--- src/rtl/ulcp_pkg.sv ---
// Shared types, constants and character helpers for the LED command parser.
// No dependencies; every rtl module imports this package.
package ulcp_pkg;

   localparam int SEQ_DEPTH   = 20;
   localparam int TIME_DEPTH  = 10;
   localparam int STORE_DEPTH = ((SEQ_DEPTH > TIME_DEPTH) ? SEQ_DEPTH : TIME_DEPTH) - 1;
   localparam int IDX_W       = (STORE_DEPTH > 1) ? $clog2(STORE_DEPTH) : 1;
   localparam int FILL_W      = $clog2(STORE_DEPTH + 1);

   localparam logic [FILL_W-1:0] TIME_LIMIT = FILL_W'(TIME_DEPTH - 1);
   localparam logic [FILL_W-1:0] SEQ_LIMIT  = FILL_W'(SEQ_DEPTH - 1);

   localparam int TIME_DIGITS = 6;
   localparam int DIGIT_IDX_W = 3;
   localparam int SECS_W      = 17;
   localparam int DEC_DIGITS  = 5;
   localparam int DEC_IDX_W   = 3;
   localparam int CONV_CNT_W  = $clog2(SECS_W);
   localparam int HMS_W       = 7;

   localparam int JOB_QUEUE_DEPTH = 2;
   localparam int JQ_PTR_W        = (JOB_QUEUE_DEPTH > 1) ? $clog2(JOB_QUEUE_DEPTH) : 1;
   localparam int JQ_CNT_W        = $clog2(JOB_QUEUE_DEPTH + 1);

   localparam logic [7:0] CH_NUL   = 8'h00;
   localparam logic [7:0] CH_X     = 8'h58;
   localparam logic [7:0] CH_MINUS = 8'h2D;
   localparam logic [7:0] CH_ZERO  = 8'h30;
   localparam logic [7:0] CH_NINE  = 8'h39;
   localparam logic [7:0] CH_R_UP  = 8'h52;
   localparam logic [7:0] CH_R_LO  = 8'h72;
   localparam logic [7:0] CH_Y_UP  = 8'h59;
   localparam logic [7:0] CH_Y_LO  = 8'h79;
   localparam logic [7:0] CH_G_UP  = 8'h47;
   localparam logic [7:0] CH_G_LO  = 8'h67;
   localparam logic [7:0] CH_T_UP  = 8'h54;
   localparam logic [7:0] CH_T_LO  = 8'h74;
   localparam logic [7:0] CH_S_UP  = 8'h53;
   localparam logic [7:0] CH_S_LO  = 8'h73;
   localparam logic [7:0] CH_D_UP  = 8'h44;
   localparam logic [7:0] CH_D_LO  = 8'h64;

   localparam logic [HMS_W-1:0]  MAX_HOURS       = 7'd23;
   localparam logic [HMS_W-1:0]  MAX_MINUTES     = 7'd59;
   localparam logic [SECS_W-1:0] SECS_PER_HOUR   = 17'd3600;
   localparam logic [SECS_W-1:0] SECS_PER_MINUTE = 17'd60;
   localparam logic [HMS_W-1:0]  DECIMAL_BASE    = 7'd10;
   localparam logic [3:0]        FAIL_DIGIT      = 4'd1;
   localparam logic [3:0]        RANGE_DIGIT     = 4'd3;

   typedef enum logic [1:0] {
      MODE_IDLE = 2'd0,
      MODE_TIME = 2'd1,
      MODE_SEQ  = 2'd2,
      MODE_DUR  = 2'd3
   } mode_type;

   typedef enum logic [1:0] {
      COLOR_RED    = 2'd0,
      COLOR_YELLOW = 2'd1,
      COLOR_GREEN  = 2'd2
   } color_type;

   typedef enum logic [1:0] {
      KIND_CHAR  = 2'd0,
      KIND_COLOR = 2'd1,
      KIND_TIMER = 2'd2
   } kind_type;

   typedef enum logic [1:0] {
      JOB_COLOR = 2'd0,
      JOB_FAIL  = 2'd1,
      JOB_TIME  = 2'd2,
      JOB_SEQ   = 2'd3
   } job_op_type;

   typedef enum logic [3:0] {
      B_IDLE  = 4'd0,
      B_SPLIT = 4'd1,
      B_SCALE = 4'd2,
      B_CONV  = 4'd3,
      B_NEG   = 4'd4,
      B_DIG   = 4'd5,
      B_X     = 4'd6,
      B_TIMER = 4'd7,
      B_COLOR = 4'd8,
      B_ONE   = 4'd9
   } back_state_type;

   typedef struct packed {
      job_op_type                    op;
      color_type                     color;
      logic [TIME_DIGITS-1:0][3:0]   digits;
      logic [FILL_W-1:0]             seq_len;
      logic [STORE_DEPTH-1:0][1:0]   seq_colors;
   } job_type;

   function automatic logic is_color(input logic [7:0] c);
      return (c == CH_R_UP) || (c == CH_R_LO) || (c == CH_Y_UP) || (c == CH_Y_LO) ||
             (c == CH_G_UP) || (c == CH_G_LO);
   endfunction

   function automatic color_type color_code(input logic [7:0] c);
      color_type code;
      code = COLOR_RED;
      if ((c == CH_Y_UP) || (c == CH_Y_LO)) code = COLOR_YELLOW;
      if ((c == CH_G_UP) || (c == CH_G_LO)) code = COLOR_GREEN;
      return code;
   endfunction

   function automatic logic is_digit(input logic [7:0] c);
      return (c >= CH_ZERO) && (c <= CH_NINE);
   endfunction

endpackage

--- src/rtl/ulcp_front.sv ---
// Front end: byte-level command decoder, buffering and on-the-fly validation.
// Depends on ulcp_pkg; issues at most one job per accepted byte into the job queue.
module ulcp_front (
   input  logic             clock,
   input  logic             reset,
   input  logic             byte_valid,
   input  logic [7:0]       rx_byte,
   output logic             job_push,
   output ulcp_pkg::job_type job
);
   import ulcp_pkg::*;

   mode_type                    mode_ff, mode_in;
   logic [FILL_W-1:0]           fill_ff, fill_in;
   logic [FILL_W-1:0]           text_len_ff, text_len_in;
   logic                        zero_seen_ff, zero_seen_in;
   logic                        bad_ff, bad_in;
   logic [STORE_DEPTH-1:0][1:0] colors_ff;
   logic [TIME_DIGITS-1:0][3:0] digits_ff;

   logic is_x;
   logic is_start;
   logic has_room;
   logic buffering;
   logic store_en;
   logic in_text;
   logic digit_wr;
   logic color_wr;

   assign is_x      = (rx_byte == CH_X);
   assign is_start  = (rx_byte == CH_T_UP) || (rx_byte == CH_T_LO) ||
                      (rx_byte == CH_S_UP) || (rx_byte == CH_S_LO);
   assign buffering = (mode_ff == MODE_TIME) || (mode_ff == MODE_SEQ);
   assign has_room  = (mode_ff == MODE_TIME) ? (fill_ff < TIME_LIMIT) : (fill_ff < SEQ_LIMIT);
   assign store_en  = byte_valid && buffering && !is_x && has_room;
   assign in_text   = !zero_seen_ff && (rx_byte != CH_NUL);
   assign digit_wr  = store_en && in_text && (mode_ff == MODE_TIME) &&
                      (text_len_ff < FILL_W'(TIME_DIGITS));
   assign color_wr  = store_en && (mode_ff == MODE_SEQ);

   // next state
   always_comb begin
      mode_in = mode_ff;
      if (byte_valid) begin
         case (mode_ff)
            MODE_IDLE: begin
               if ((rx_byte == CH_T_UP) || (rx_byte == CH_T_LO)) mode_in = MODE_TIME;
               else if ((rx_byte == CH_S_UP) || (rx_byte == CH_S_LO)) mode_in = MODE_SEQ;
               else if ((rx_byte == CH_D_UP) || (rx_byte == CH_D_LO)) mode_in = MODE_DUR;
            end
            MODE_TIME, MODE_SEQ: begin
               if (is_x || !has_room) mode_in = MODE_IDLE;
            end
            MODE_DUR: begin
               if (is_x) mode_in = MODE_IDLE;
            end
            default: mode_in = MODE_IDLE;
         endcase
      end
   end

   // job issue
   always_comb begin
      job_push       = 1'b0;
      job            = '0;
      job.op         = JOB_FAIL;
      job.color      = color_code(rx_byte);
      job.digits     = digits_ff;
      job.seq_len    = text_len_ff;
      job.seq_colors = colors_ff;
      if (byte_valid) begin
         case (mode_ff)
            MODE_IDLE: begin
               if (is_color(rx_byte)) begin
                  job_push = 1'b1;
                  job.op   = JOB_COLOR;
               end
            end
            MODE_TIME: begin
               if (is_x) begin
                  job_push = 1'b1;
                  job.op   = (bad_ff || (text_len_ff != FILL_W'(TIME_DIGITS))) ?
                             JOB_FAIL : JOB_TIME;
               end else if (!has_room) begin
                  job_push = 1'b1;
               end
            end
            MODE_SEQ: begin
               if (is_x) begin
                  job_push = 1'b1;
                  job.op   = (bad_ff || (text_len_ff == '0)) ? JOB_FAIL : JOB_SEQ;
               end else if (!has_room) begin
                  job_push = 1'b1;
               end
            end
            default: job_push = 1'b0;
         endcase
      end
   end

   // buffer bookkeeping; text ends at the first zero byte
   always_comb begin
      fill_in      = fill_ff;
      text_len_in  = text_len_ff;
      zero_seen_in = zero_seen_ff;
      bad_in       = bad_ff;
      if (byte_valid && (mode_ff == MODE_IDLE) && is_start) begin
         fill_in      = '0;
         text_len_in  = '0;
         zero_seen_in = 1'b0;
         bad_in       = 1'b0;
      end else if (store_en) begin
         fill_in = fill_ff + 1'b1;
         if (!zero_seen_ff) begin
            if (rx_byte == CH_NUL) begin
               zero_seen_in = 1'b1;
            end else begin
               text_len_in = text_len_ff + 1'b1;
               if (mode_ff == MODE_TIME) begin
                  if (!is_digit(rx_byte) || (text_len_ff >= FILL_W'(TIME_DIGITS)))
                     bad_in = 1'b1;
               end else if (!is_color(rx_byte)) begin
                  bad_in = 1'b1;
               end
            end
         end
      end
   end

   always_ff @(posedge clock) begin
      if (reset) begin
         mode_ff      <= MODE_IDLE;
         fill_ff      <= '0;
         text_len_ff  <= '0;
         zero_seen_ff <= 1'b0;
         bad_ff       <= 1'b0;
      end else begin
         mode_ff      <= mode_in;
         fill_ff      <= fill_in;
         text_len_ff  <= text_len_in;
         zero_seen_ff <= zero_seen_in;
         bad_ff       <= bad_in;
      end
   end

   // low nibble of an ASCII digit is its value
   always_ff @(posedge clock) begin
      if (digit_wr) digits_ff[text_len_ff[DIGIT_IDX_W-1:0]] <= rx_byte[3:0];
      if (color_wr) colors_ff[fill_ff[IDX_W-1:0]] <= color_code(rx_byte);
   end

endmodule

--- src/rtl/ulcp_job_queue.sv ---
// Short queue of decoded jobs between the front end and the result sequencer.
// Depends on ulcp_pkg for the job type and depth.
module ulcp_job_queue (
   input  logic             clock,
   input  logic             reset,
   input  logic             push,
   input  ulcp_pkg::job_type push_job,
   output logic             full,
   input  logic             pop,
   output ulcp_pkg::job_type pop_job,
   output logic             empty
);
   import ulcp_pkg::*;

   job_type               slots_ff [JOB_QUEUE_DEPTH];
   logic [JQ_PTR_W-1:0]   wr_ptr_ff, wr_ptr_in;
   logic [JQ_PTR_W-1:0]   rd_ptr_ff, rd_ptr_in;
   logic [JQ_CNT_W-1:0]   count_ff, count_in;

   assign full    = (count_ff == JQ_CNT_W'(JOB_QUEUE_DEPTH));
   assign empty   = (count_ff == '0);
   assign pop_job = slots_ff[rd_ptr_ff];

   always_comb begin
      wr_ptr_in = wr_ptr_ff;
      rd_ptr_in = rd_ptr_ff;
      count_in  = count_ff;
      if (push) begin
         wr_ptr_in = (wr_ptr_ff == JQ_PTR_W'(JOB_QUEUE_DEPTH - 1)) ? '0 : wr_ptr_ff + 1'b1;
      end
      if (pop) begin
         rd_ptr_in = (rd_ptr_ff == JQ_PTR_W'(JOB_QUEUE_DEPTH - 1)) ? '0 : rd_ptr_ff + 1'b1;
      end
      if (push && !pop) count_in = count_ff + 1'b1;
      else if (pop && !push) count_in = count_ff - 1'b1;
   end

   always_ff @(posedge clock) begin
      if (reset) begin
         wr_ptr_ff <= '0;
         rd_ptr_ff <= '0;
         count_ff  <= '0;
      end else begin
         wr_ptr_ff <= wr_ptr_in;
         rd_ptr_ff <= rd_ptr_in;
         count_ff  <= count_in;
      end
   end

   always_ff @(posedge clock) begin
      if (push) slots_ff[wr_ptr_ff] <= push_job;
   end

   a_no_push_when_full: assert property (@(posedge clock) disable iff (reset)
      push |-> !full) else $error("job pushed into full queue");

   a_no_pop_when_empty: assert property (@(posedge clock) disable iff (reset)
      pop |-> !empty) else $error("job popped from empty queue");

   a_count_bound: assert property (@(posedge clock) disable iff (reset)
      count_ff <= JQ_CNT_W'(JOB_QUEUE_DEPTH)) else $error("job queue count overrun");

endmodule

--- src/rtl/ulcp_back.sv ---
// Back end: runs one job at a time and emits its results into the output register.
// Depends on ulcp_pkg; owns the time arithmetic, binary-to-decimal unit and color walk.
module ulcp_back (
   input  logic             clock,
   input  logic             reset,
   input  logic             job_empty,
   input  ulcp_pkg::job_type job,
   output logic             job_pop,
   input  logic             rsp_pop,
   output logic             rsp_empty,
   output logic [1:0]       rsp_out_kind,
   output logic [7:0]       rsp_out_char,
   output logic [1:0]       rsp_color,
   output logic [16:0]      rsp_timer_seconds,
   output logic             rsp_last_of_run
);
   import ulcp_pkg::*;

   back_state_type               state_ff, state_in;
   job_type                      job_ff, job_in;
   logic [HMS_W-1:0]             hh_ff, hh_in, mm_ff, mm_in, ss_ff, ss_in;
   logic [SECS_W-1:0]            secs_ff, secs_in;
   logic [SECS_W-1:0]            conv_ff, conv_in;
   logic [DEC_DIGITS-1:0][3:0]   bcd_ff, bcd_in;
   logic [CONV_CNT_W-1:0]        conv_cnt_ff, conv_cnt_in;
   logic [DEC_IDX_W-1:0]         dig_idx_ff, dig_idx_in;
   logic [IDX_W-1:0]             col_idx_ff, col_idx_in;
   logic                         timer_ff, timer_in;

   logic                         rsp_valid_ff, rsp_valid_in;
   kind_type                     rsp_kind_ff;
   logic [7:0]                   rsp_char_ff;
   logic [1:0]                   rsp_color_ff;
   logic [SECS_W-1:0]            rsp_secs_ff;
   logic                         rsp_last_ff;

   logic                         out_room;
   logic                         rsp_fire;
   logic                         range_bad;
   logic                         conv_done;
   logic                         last_color;
   logic [SECS_W-1:0]            secs_calc;
   logic [DEC_DIGITS-1:0][3:0]   bcd_adj;
   logic [DEC_IDX_W-1:0]         lead_idx;

   logic                         emit_valid;
   kind_type                     emit_kind;
   logic [7:0]                   emit_char;
   logic [1:0]                   emit_color;
   logic [SECS_W-1:0]            emit_secs;
   logic                         emit_last;

   assign rsp_fire   = rsp_pop && rsp_valid_ff;
   assign out_room   = !rsp_valid_ff || rsp_pop;
   assign range_bad  = (hh_ff > MAX_HOURS) || (mm_ff > MAX_MINUTES) || (ss_ff > MAX_MINUTES);
   assign conv_done  = (conv_cnt_ff == CONV_CNT_W'(SECS_W - 1));
   assign last_color = ((FILL_W'(col_idx_ff) + FILL_W'(1)) == job_ff.seq_len);
   assign secs_calc  = SECS_W'(hh_ff) * SECS_PER_HOUR + SECS_W'(mm_ff) * SECS_PER_MINUTE +
                       SECS_W'(ss_ff);
   assign job_pop    = (state_ff == B_IDLE) && !job_empty;

   // add three to each decimal digit of five or more before the shift
   always_comb begin
      for (int i = 0; i < DEC_DIGITS; i++) begin
         bcd_adj[i] = (bcd_ff[i] >= 4'd5) ? bcd_ff[i] + 4'd3 : bcd_ff[i];
      end
   end

   // next state
   always_comb begin
      state_in = state_ff;
      case (state_ff)
         B_IDLE: begin
            if (!job_empty) begin
               case (job.op)
                  JOB_COLOR: state_in = B_ONE;
                  JOB_FAIL:  state_in = B_NEG;
                  JOB_TIME:  state_in = B_SPLIT;
                  JOB_SEQ:   state_in = B_DIG;
                  default:   state_in = B_IDLE;
               endcase
            end
         end
         B_SPLIT: state_in = B_SCALE;
         B_SCALE: state_in = range_bad ? B_NEG : B_CONV;
         B_CONV:  if (conv_done) state_in = B_DIG;
         B_NEG:   if (out_room) state_in = B_DIG;
         B_DIG:   if (out_room && (dig_idx_ff == '0)) state_in = B_X;
         B_X: begin
            if (out_room) begin
               if (timer_ff) state_in = B_TIMER;
               else if (job_ff.op == JOB_SEQ) state_in = B_COLOR;
               else state_in = B_IDLE;
            end
         end
         B_TIMER: if (out_room) state_in = B_IDLE;
         B_COLOR: if (out_room && last_color) state_in = B_IDLE;
         B_ONE:   if (out_room) state_in = B_IDLE;
         default: state_in = B_IDLE;
      endcase
   end

   // result produced in the current state
   always_comb begin
      emit_valid = 1'b0;
      emit_kind  = KIND_CHAR;
      emit_char  = '0;
      emit_color = '0;
      emit_secs  = '0;
      emit_last  = 1'b0;
      case (state_ff)
         B_NEG: begin
            emit_valid = 1'b1;
            emit_char  = CH_MINUS;
         end
         B_DIG: begin
            emit_valid = 1'b1;
            emit_char  = CH_ZERO + {4'b0, bcd_ff[dig_idx_ff]};
         end
         B_X: begin
            emit_valid = 1'b1;
            emit_char  = CH_X;
            emit_last  = !timer_ff && (job_ff.op != JOB_SEQ);
         end
         B_TIMER: begin
            emit_valid = 1'b1;
            emit_kind  = KIND_TIMER;
            emit_secs  = secs_ff;
            emit_last  = 1'b1;
         end
         B_COLOR: begin
            emit_valid = 1'b1;
            emit_kind  = KIND_COLOR;
            emit_color = job_ff.seq_colors[col_idx_ff];
            emit_last  = last_color;
         end
         B_ONE: begin
            emit_valid = 1'b1;
            emit_kind  = KIND_COLOR;
            emit_color = job_ff.color;
            emit_last  = 1'b1;
         end
         default: emit_valid = 1'b0;
      endcase
   end

   // datapath
   always_comb begin
      job_in      = job_ff;
      hh_in       = hh_ff;
      mm_in       = mm_ff;
      ss_in       = ss_ff;
      secs_in     = secs_ff;
      conv_in     = conv_ff;
      bcd_in      = bcd_ff;
      conv_cnt_in = conv_cnt_ff;
      dig_idx_in  = dig_idx_ff;
      col_idx_in  = col_idx_ff;
      timer_in    = timer_ff;
      lead_idx    = '0;
      case (state_ff)
         B_IDLE: begin
            if (!job_empty) begin
               job_in     = job;
               bcd_in     = '0;
               dig_idx_in = '0;
               col_idx_in = '0;
               timer_in   = 1'b0;
               if (job.op == JOB_FAIL) bcd_in[0] = FAIL_DIGIT;
            end
         end
         B_SPLIT: begin
            hh_in = HMS_W'(job_ff.digits[0]) * DECIMAL_BASE + HMS_W'(job_ff.digits[1]);
            mm_in = HMS_W'(job_ff.digits[2]) * DECIMAL_BASE + HMS_W'(job_ff.digits[3]);
            ss_in = HMS_W'(job_ff.digits[4]) * DECIMAL_BASE + HMS_W'(job_ff.digits[5]);
         end
         B_SCALE: begin
            bcd_in      = '0;
            dig_idx_in  = '0;
            conv_cnt_in = '0;
            if (range_bad) begin
               bcd_in[0] = RANGE_DIGIT;
            end else begin
               secs_in  = secs_calc;
               conv_in  = secs_calc;
               timer_in = (secs_calc != '0);
            end
         end
         B_CONV: begin
            // shift the adjusted digits up one bit and bring in the next binary bit
            bcd_in      = {bcd_adj[DEC_DIGITS-1][2:0], bcd_adj[DEC_DIGITS-2:0],
                           conv_ff[SECS_W-1]};
            conv_in     = {conv_ff[SECS_W-2:0], 1'b0};
            conv_cnt_in = conv_cnt_ff + 1'b1;
            for (int i = 0; i < DEC_DIGITS; i++) begin
               if (bcd_in[i] != '0) lead_idx = DEC_IDX_W'(i);
            end
            if (conv_done) dig_idx_in = lead_idx;
         end
         B_DIG: begin
            if (out_room && (dig_idx_ff != '0)) dig_idx_in = dig_idx_ff - 1'b1;
         end
         B_COLOR: begin
            if (out_room && !last_color) col_idx_in = col_idx_ff + 1'b1;
         end
         default: job_in = job_ff;
      endcase
   end

   always_comb begin
      rsp_valid_in = rsp_valid_ff;
      if (emit_valid && out_room) rsp_valid_in = 1'b1;
      else if (rsp_fire) rsp_valid_in = 1'b0;
   end

   always_ff @(posedge clock) begin
      if (reset) begin
         state_ff     <= B_IDLE;
         rsp_valid_ff <= 1'b0;
      end else begin
         state_ff     <= state_in;
         rsp_valid_ff <= rsp_valid_in;
      end
   end

   always_ff @(posedge clock) begin
      job_ff      <= job_in;
      hh_ff       <= hh_in;
      mm_ff       <= mm_in;
      ss_ff       <= ss_in;
      secs_ff     <= secs_in;
      conv_ff     <= conv_in;
      bcd_ff      <= bcd_in;
      conv_cnt_ff <= conv_cnt_in;
      dig_idx_ff  <= dig_idx_in;
      col_idx_ff  <= col_idx_in;
      timer_ff    <= timer_in;
      if (emit_valid && out_room) begin
         rsp_kind_ff  <= emit_kind;
         rsp_char_ff  <= emit_char;
         rsp_color_ff <= emit_color;
         rsp_secs_ff  <= emit_secs;
         rsp_last_ff  <= emit_last;
      end
   end

   assign rsp_empty         = !rsp_valid_ff;
   assign rsp_out_kind      = rsp_kind_ff;
   assign rsp_out_char      = rsp_char_ff;
   assign rsp_color         = rsp_color_ff;
   assign rsp_timer_seconds = rsp_secs_ff;
   assign rsp_last_of_run   = rsp_last_ff;

   a_conv_count: assert property (@(posedge clock) disable iff (reset)
      (state_ff == B_CONV) |-> (conv_cnt_ff < CONV_CNT_W'(SECS_W)))
      else $error("decimal conversion ran past its last step");

   a_color_in_range: assert property (@(posedge clock) disable iff (reset)
      (state_ff == B_COLOR) |-> (FILL_W'(col_idx_ff) < job_ff.seq_len))
      else $error("color walk beyond buffered length");

   a_timer_nonzero_last: assert property (@(posedge clock) disable iff (reset)
      (rsp_valid_ff && (rsp_kind_ff == KIND_TIMER)) |-> ((rsp_secs_ff != '0) && rsp_last_ff))
      else $error("timer start with zero seconds or not last");

   a_pop_leaves_idle: assert property (@(posedge clock) disable iff (reset)
      job_pop |=> (state_ff != B_IDLE))
      else $error("job taken but sequencer stayed idle");

endmodule

--- src/rtl/uart_led_command_parser.sv ---
// Top level of the serial LED command parser: front decoder, job queue, result sequencer.
// Depends on ulcp_pkg, ulcp_front, ulcp_job_queue and ulcp_back.
//
// Takes one received byte per cycle whenever the two-entry job queue has room. Each command
// that answers is handed to the result sequencer, which delivers one result per cycle while
// pop keeps up. A color or a failure answer needs no extra work; a sequence answer walks the
// buffered colors one per cycle (up to 21 results); a time answer takes the job, splits the
// digits, scales them to seconds and, unless the time is out of range, runs the bit-serial
// binary-to-decimal converter over the 17-bit seconds value before its first character.
// Full rises only when two answered commands wait behind the one in progress.
module uart_led_command_parser (
   input  logic        clock,
   input  logic        reset,
   input  logic        req_push,
   output logic        req_full,
   input  logic [7:0]  req_rx_byte,
   output logic        rsp_empty,
   input  logic        rsp_pop,
   output logic [1:0]  rsp_out_kind,
   output logic [7:0]  rsp_out_char,
   output logic [1:0]  rsp_color,
   output logic [16:0] rsp_timer_seconds,
   output logic        rsp_last_of_run
);
   import ulcp_pkg::*;

   logic    byte_valid;
   logic    job_push;
   logic    job_pop;
   logic    job_empty;
   job_type front_job;
   job_type queued_job;

   assign byte_valid = req_push && !req_full;

   ulcp_front u_front (
      .clock      (clock),
      .reset      (reset),
      .byte_valid (byte_valid),
      .rx_byte    (req_rx_byte),
      .job_push   (job_push),
      .job        (front_job)
   );

   ulcp_job_queue u_job_queue (
      .clock    (clock),
      .reset    (reset),
      .push     (job_push),
      .push_job (front_job),
      .full     (req_full),
      .pop      (job_pop),
      .pop_job  (queued_job),
      .empty    (job_empty)
   );

   ulcp_back u_back (
      .clock             (clock),
      .reset             (reset),
      .job_empty         (job_empty),
      .job               (queued_job),
      .job_pop           (job_pop),
      .rsp_pop           (rsp_pop),
      .rsp_empty         (rsp_empty),
      .rsp_out_kind      (rsp_out_kind),
      .rsp_out_char      (rsp_out_char),
      .rsp_color         (rsp_color),
      .rsp_timer_seconds (rsp_timer_seconds),
      .rsp_last_of_run   (rsp_last_of_run)
   );

endmodule
--- config.mk ---
export PLATFORM = sky130hd
export DESIGN_NAME = uart_led_command_parser
export DESIGN_NICKNAME = d
export VERILOG_FILES = /design/src/rtl/ulcp_pkg.sv /design/src/rtl/ulcp_front.sv /design/src/rtl/ulcp_job_queue.sv /design/src/rtl/ulcp_back.sv /design/src/rtl/uart_led_command_parser.sv
export SDC_FILE = /design/constraint.sdc
export NUM_CORES = 1
export LEC_CHECK = 0
export BUFFER_PORTS_ARGS = -buffer_cell sky130_fd_sc_hd__buf_2
export CAP_MARGIN = 20
export CORE_UTILIZATION = 40
export CTS_BUF_LIST = sky130_fd_sc_hd__clkbuf_8
export DETAILED_ROUTE_END_ITERATION = 16
export PLACE_DENSITY = 0.63
export SLEW_MARGIN = 20
export SYNTH_ARGS = -nofsm -noshare
export SYNTH_HDL_FRONTEND = slang
export SYNTH_SLANG_ARGS = --single-unit
--- constraint.sdc ---
create_clock -name clock -period 6.29 [get_ports clock]
set_input_delay 0.3145 -clock clock [delete_from_list [all_inputs] [get_ports clock]]
set_output_delay 0.3145 -clock clock [all_outputs]
set_load 0.05 [all_outputs]
* After elaboration in Yosys (flattened, before gate mapping) *
Memories as Yosys holds them, arrays and structs flattened. A register that Yosys moved wholly into a read port is not among the register bits.
Cells that the tools add are included.

word-level totals
  register bits = 275
  RAM bits = 142
  output and inout bits = 32
  memories kept = 1

operators by class
  add/sub/neg operators = 20
  multiply operators = 5
  $lt $le $gt $ge = 20
  eq/ne operators = 49
  muxes and demuxes = 90
  bitwise operators = 4
  reduce and logical (&&, ||, !) cells = 92

memory list
  name                  depth  bits a word  read ports  clocked after Yosys merged registers in  write ports  line                  source
  u_job_queue.slots_ff  2      71           1           1                                        1            ulcp_job_queue.sv:15  job_type slots_ff [JOB_QUEUE_DEPTH];

operators by type and width
  cell                                                  number
  equality test 8 x 7 -> 1 bit (second input constant)  13
  two-way mux 4 bit                                     15
  one-hot mux 20 bit (3 select lines)                   1
  bitwise mux 38 bit                                    1
  two-way mux 2 bit                                     19
  one-hot mux 4 bit (9 select lines)                    1
  one-hot mux 17 bit (2 select lines)                   1
  two-way mux 1 bit                                     25
  bitwise mux 24 bit                                    1
  logical AND 1 bit                                     24
  one-hot mux 8 bit (3 select lines)                    1
  != test 2 x 1 -> 1 bit (second input constant)        11
  adder 7 x 4 -> 7 bit                                  3
  adder 5 x 1 -> 5 bit (second input constant)          4
  >= comparator 4 x 3 -> 1 bit (second input constant)  5
  logical OR 1 bit                                      20
  two-way mux 20 bit                                    1
  one-hot mux 5 bit (2 select lines)                    2
  nonzero test 4 bit                                    5
  multiplier 4 x 3 -> 6 bit (second input constant)     3
  two-way mux 3 bit                                     6
  adder 17 x 13 -> 17 bit                               1
  adder 17 x 7 -> 17 bit                                1
  two-way mux 17 bit                                    1
  other kinds (61)                                      115

* Longest topological paths before layout *
  word-level depth = 13
  depth in mapped cells = 21
  mapped depth without buffers = 21

* Cells and area by module *
Synthesis repeated with hierarchy kept, for this count alone.

unflattened totals
  cells, all modules = 1352
  area, all modules = 19414.9 um^2

by module, submodules not included
  module                   times used  cells an instance  area each (um^2)  seq. area each (um^2)
  ulcp_back                1           863                10806.6           5775.5
  ulcp_job_queue           1           243                5355.1            4364.2
  ulcp_front               1           245                3239.4            2142.1
  uart_led_command_parser  1           1                  13.8              0.0

* Worst setup path after synthesis *
No wires, ideal clock.

  kind = reg-to-reg
  start = register u_front.mode_ff[1]
  end = memory u_job_queue.slots_ff[0][0] in the netlist's numbering (enable)
  data arrival time = 4.925 ns
  required time = 5.781 ns
  path slack = 0.856 ns
  stages on the path, launching flop included = 10
  path buffers = 1
  cells stage by stage = dfxtp_1 inv_1 ha_1 clkbuf_1 o22a_1 o32ai_1 a21oi_1 o21ai_0 a21oi_1 nor2b_1

on the way
  longest elaborated chain between the ends = 8
  elaborated cells between the ends (all ways) = 11
  those cells by class = eq/ne (2); mux (7); reduce/logical (2)

ends and longest elaborated chain
  item                                       line                                source
  start, declared                            ulcp_front.sv:13                    mode_type mode_ff, mode_in;
  start signal, assigned                     ulcp_front.sv:138                   mode_ff <= mode_in;
  equality test 2 x 1 -> 1 bit               ulcp_front.sv:34, ulcp_front.sv:72
  two-way mux 1 bit                          ulcp_front.sv:34                    assign has_room = (mode_ff == MODE_TIME) ? (fill_ff < TIME_LIMIT) : (fill_ff < SEQ_LIMIT);
  two-way mux 1 bit                          ulcp_front.sv:84, ulcp_front.sv:92
  two-way mux 1 bit                          ulcp_front.sv:89                    if (is_x) begin
  one-hot mux 1 bit (2 select lines) *       ulcp_front.sv:72                    case (mode_ff)
  two-way mux 1 bit *                        ulcp_front.sv:71                    if (byte_valid) begin
  via job_push                               uart_led_command_parser.sv:28       logic job_push;
  two-way mux 1 bit *                        ulcp_job_queue.sv:51                if (push) slots_ff[wr_ptr_ff] <= push_job;
  two-way mux 1 bit (not written as such) *  ulcp_job_queue.sv:51
  end, declared                              ulcp_job_queue.sv:15

The timed path passes the listed nets; every way through them passes the cells marked *.

* Worst setup path in the final report *
  start = register u_back.mm_ff[2]
  end = register u_back.timer_ff, data pin

on the way
  longest elaborated chain between the ends = 6

ends and longest elaborated chain
  item                                line              source
  start, declared                     ulcp_back.sv:21   logic [HMS_W-1:0] hh_ff, hh_in, mm_ff, mm_in, ss_ff, ss_in;
  start signal, assigned              ulcp_back.sv:229  mm_ff <= mm_in;
  multiplier 7 x 4 -> 11 bit          ulcp_back.sv:58   assign secs_calc = SECS_W'(hh_ff) * SECS_PER_HOUR + SECS_W'(mm_ff) * SECS_PER_MINUTE +
  adder 17 x 13 -> 17 bit             ulcp_back.sv:58
  adder 17 x 7 -> 17 bit              ulcp_back.sv:58
  via u_back.secs_calc[13]            ulcp_back.sv:42   logic [SECS_W-1:0] secs_calc;
  nonzero test 17 bit                 ulcp_back.sv:186  timer_in = (secs_calc != '0);
  two-way mux 1 bit                   ulcp_back.sv:181  if (range_bad) begin
  one-hot mux 1 bit (2 select lines)  ulcp_back.sv:161  case (state_ff)
  end signal, assigned                ulcp_back.sv:237  timer_ff <= timer_in;
  end, declared                       ulcp_back.sv:28   logic timer_ff, timer_in;

The timed path passes the listed nets, and every way through them passes these cells. The select of a mux whose other input is x is not followed.
A chain may end at the register's enable or synchronous reset.

==> reports/qor.txt <==
Worst path arrival time - 5.58 ns
Number of synthesized register bits - 417
Post-Synthesis Net Count - 1501
Clock latency reported for the late side of the worst-skew pair - 0.62 ns
Top Ports - 44
Reg2Reg Launch Point - u_back.mm_ff[2]
Cell area after placement - 20100 um^2
Antenna violations before repair - 2
Die Height - 221 um
Prevailing post-synth register cell - edfxtp_1
Upper clock frequency limit - 0.191 GHz
Timing startpoint of the critical path - u_back.mm_ff[2]
Data required time at the worst endpoint - 6.63 ns
Max-slew violation count - 0
Critical Path Sink Type - flop
Layout cells sized above 1 - 16.3%
Root Driver - clkbuf_8
Clock sink total - 417
GR met2 Demand/Resource - 23.6%
Post-synthesis instance area - 19200 um^2
DRT Wirelength - 34.8 mm
Smallest setup slack after layout - 1.06 ns
Setup WS pre-CTS - 1.05 ns
Final std cell area, no fill - 21400 um^2
Number of nets with antenna violations after detailed routing - 0
Setup repair after global routing missed its margin - false
Number of buffers added to fix hold violations after cts - 1
Total count of hold-check failures in the final report - 0
Number of port buffers - 42
Startpoint class of the critical path - flop
Count of flip-flops with a built-in enable after synthesis - 393
Drc violations - 0
Avg Cell Area, Syn - 14.2 um^2
Final routed wire length divided by cell count - 16.6 um
Portion of the clock cycle consumed by the worst path in the final layout - 83.2%
Util after Layout - 45.6%
Run status - complete, no violations
Post-synthesis to final-layout area growth - 11.4%
Leading post-synthesis cells by instance count - edfxtp_1, ha_1, inv_1
Post-synthesis instance total - 1354
CTS clk-pin slew, worst paths - 0.07 ns
Number of buffers inserted during clock tree synthesis - 67
Class of the worst hold path - primary input to flop
Final total negative setup slack - 0 ns
Portion of the post-synthesis area used by sequential elements - 64.0%
Count of warnings emitted by yosys - 0
Vias per std cell - 5.06
TritonCTS clock tree - done
Overall fraction of global-route tracks in use - 14.5%
Class of the most critical setup path - flop to flop
Share of the synthesized area in the top cell type - 61.5%
Synth area leader - edfxtp_1
Post-CTS resize count - 0
Final weighted congestion of routability-driven global placement - 0.807
Residual overflow from global routing - 0
Gr busiest metal - met2
Count of distinct cell types in the synthesized netlist - 71
Starting Density - 40.9%
Final count of negative-setup-slack endpoints - 0
M3 GR Usage - 3.55%
Vias in the first global route - 10666
Drt pass-1 iters - 5
Global-route track usage on met1 - 19.1%
Number of buffers added for setup after CTS - 0
Final worst path period need - 5.23 ns
Chip Width - 221 um
Cell with the most instances after synthesis - edfxtp_1
HPWL after DPL - 23.5 mm
Cell types occupying the most area after synthesis - edfxtp_1, ha_1, mux2_2
Final net count - 1587
Reported max-cap violation count - 0
Area of the die - 48900 um^2
Maximum number of pins on one net before global-route repair - 72
Global-route wire length before repair - 55.9 mm
Detailed-route via count - 10631
Transition time of the tightest slew-check pin - 1.06 ns
Clock buffer depth - 3
Hold Crit Start - reset
Remaining max-slew budget at the tightest pin - 29.5%
Worst clock skew on the final layout - 0.0405 ns
Number of DRC markers in iteration 0 - 827
Core outline area - 47000 um^2
Count of H-tree levels built during CTS - 3
Worst Path Max Fanout - 10
Proportion of register bits with asynchronous set or reset after synthesis - 0%
Core Rows - 79
## metrics by stage
stage	hold WS (ns)	cells
floorplan	0.400	1354
global placement	0.408	1977
detailed placement	0.406	1977
CTS	0.0294	2099
global route	0.0483	2100
finish	0.0771	2100
## flip-flops by register name, summed over array words and instances, names as in the netlist, 7 cells and up, named ones only
name,flops
u_back.job_ff,71
u_back.secs_ff,17
u_back.bcd_ff,20
u_front.job,62
u_back.mm_ff,7
u_back.conv_ff,17
u_back.rsp_out_char,7
u_job_queue.slots_ff,142
u_back.hh_ff,7
u_back.ss_ff,7
u_back.rsp_timer_seconds,17
## layout make-up
type | count | area (um^2)
repair buffers | 52 | 288
clock inverters | 51 | 309
well taps | 607 | 759
fillers | 4178 | 25600
clock buffers | 70 | 963
inverters | 107 | 402
multi-input cells | 795 | 6380
diodes | 1 | 2.50
flip-flops and latches | 417 | 12300
## layer usage
metal | up-vias | share of wire, %
met2 | 215 | 48
li1 | 5121 | -
met5 | - | 0
met4 | 0 | 2.0
met3 | 57 | 4.6
met1 | 5238 | 45
## cell usage in the layout (no fill, tap or decap), drive strengths merged, types with 4 or more instances in the layout
cell type / Yosys / routed
nor3b: 13 / 13
mux2i: 7 / 7
and2: 27 / 27
nand4: 13 / 13
o21bai: 6 / 6
xor2: 18 / 18
mux4: 12 / 12
or3: 4 / 4
a21o: 10 / 10
mux2: 72 / 72
o31ai: 4 / 4
xnor2: 47 / 47
and3: 7 / 7
nor2: 106 / 106
nor3: 23 / 23
ha: 109 / 109
clkbuf: 26 / 70
o211ai: 9 / 9
fa: 26 / 26
or2: 6 / 6
o21ai: 36 / 36
clkinv: 0 / 22
a211oi: 4 / 4
nand3: 19 / 19
nand2b: 19 / 19
a31oi: 5 / 5
a21oi: 54 / 54
inv: 107 / 134
nand2: 77 / 77
dfxtp: 24 / 24
o22ai: 6 / 6
nor2b: 10 / 10
buf: 9 / 51
edfxtp: 393 / 393
## kinds of logic after synthesis
group,count (synthesis),synth area share [%]
fa+ha+maj,135,9.81
simple gates,337,8.64
xor+xnor,67,3.21
buf+inv,142,2.89
flops,417,64.0
compound gates,164,5.45
other cells,1,0.0195
mux,91,6.01
## path summary, 6_finish.rpt
path	endpoint	slack (ns)	cells after the start
setup reg to reg	u_back.timer_ff	1.06	19
hold reg to reg	u_back.ss_ff[0]	0.42	0
setup / recovery	u_back.timer_ff	1.06	19
hold / removal	u_job_queue.wr_ptr_ff	0.08	2
## worst max-delay path, stage by stage (launching register included)
cell      delay [ns]
edfxtp_1        0.45
inv_1           0.20
fa_1            0.48
fa_1            0.55
inv_1           0.04
ha_1            0.33
a21oi_1         0.14
nor2_1          0.05
nor2_1          0.15
o21bai_1        0.08
a21oi_1         0.22
xnor2_1         0.15
ha_1            0.25
ha_1            0.41
a211oi_1        0.28
nor2_1          0.07
a311o_2         0.38
xnor2_1         0.18
o41ai_1         0.41
o211ai_1        0.16
Power is left out: the tool's default activity adds up to more than one toggle a clock period on the data nets, which glitch-free logic cannot reach.
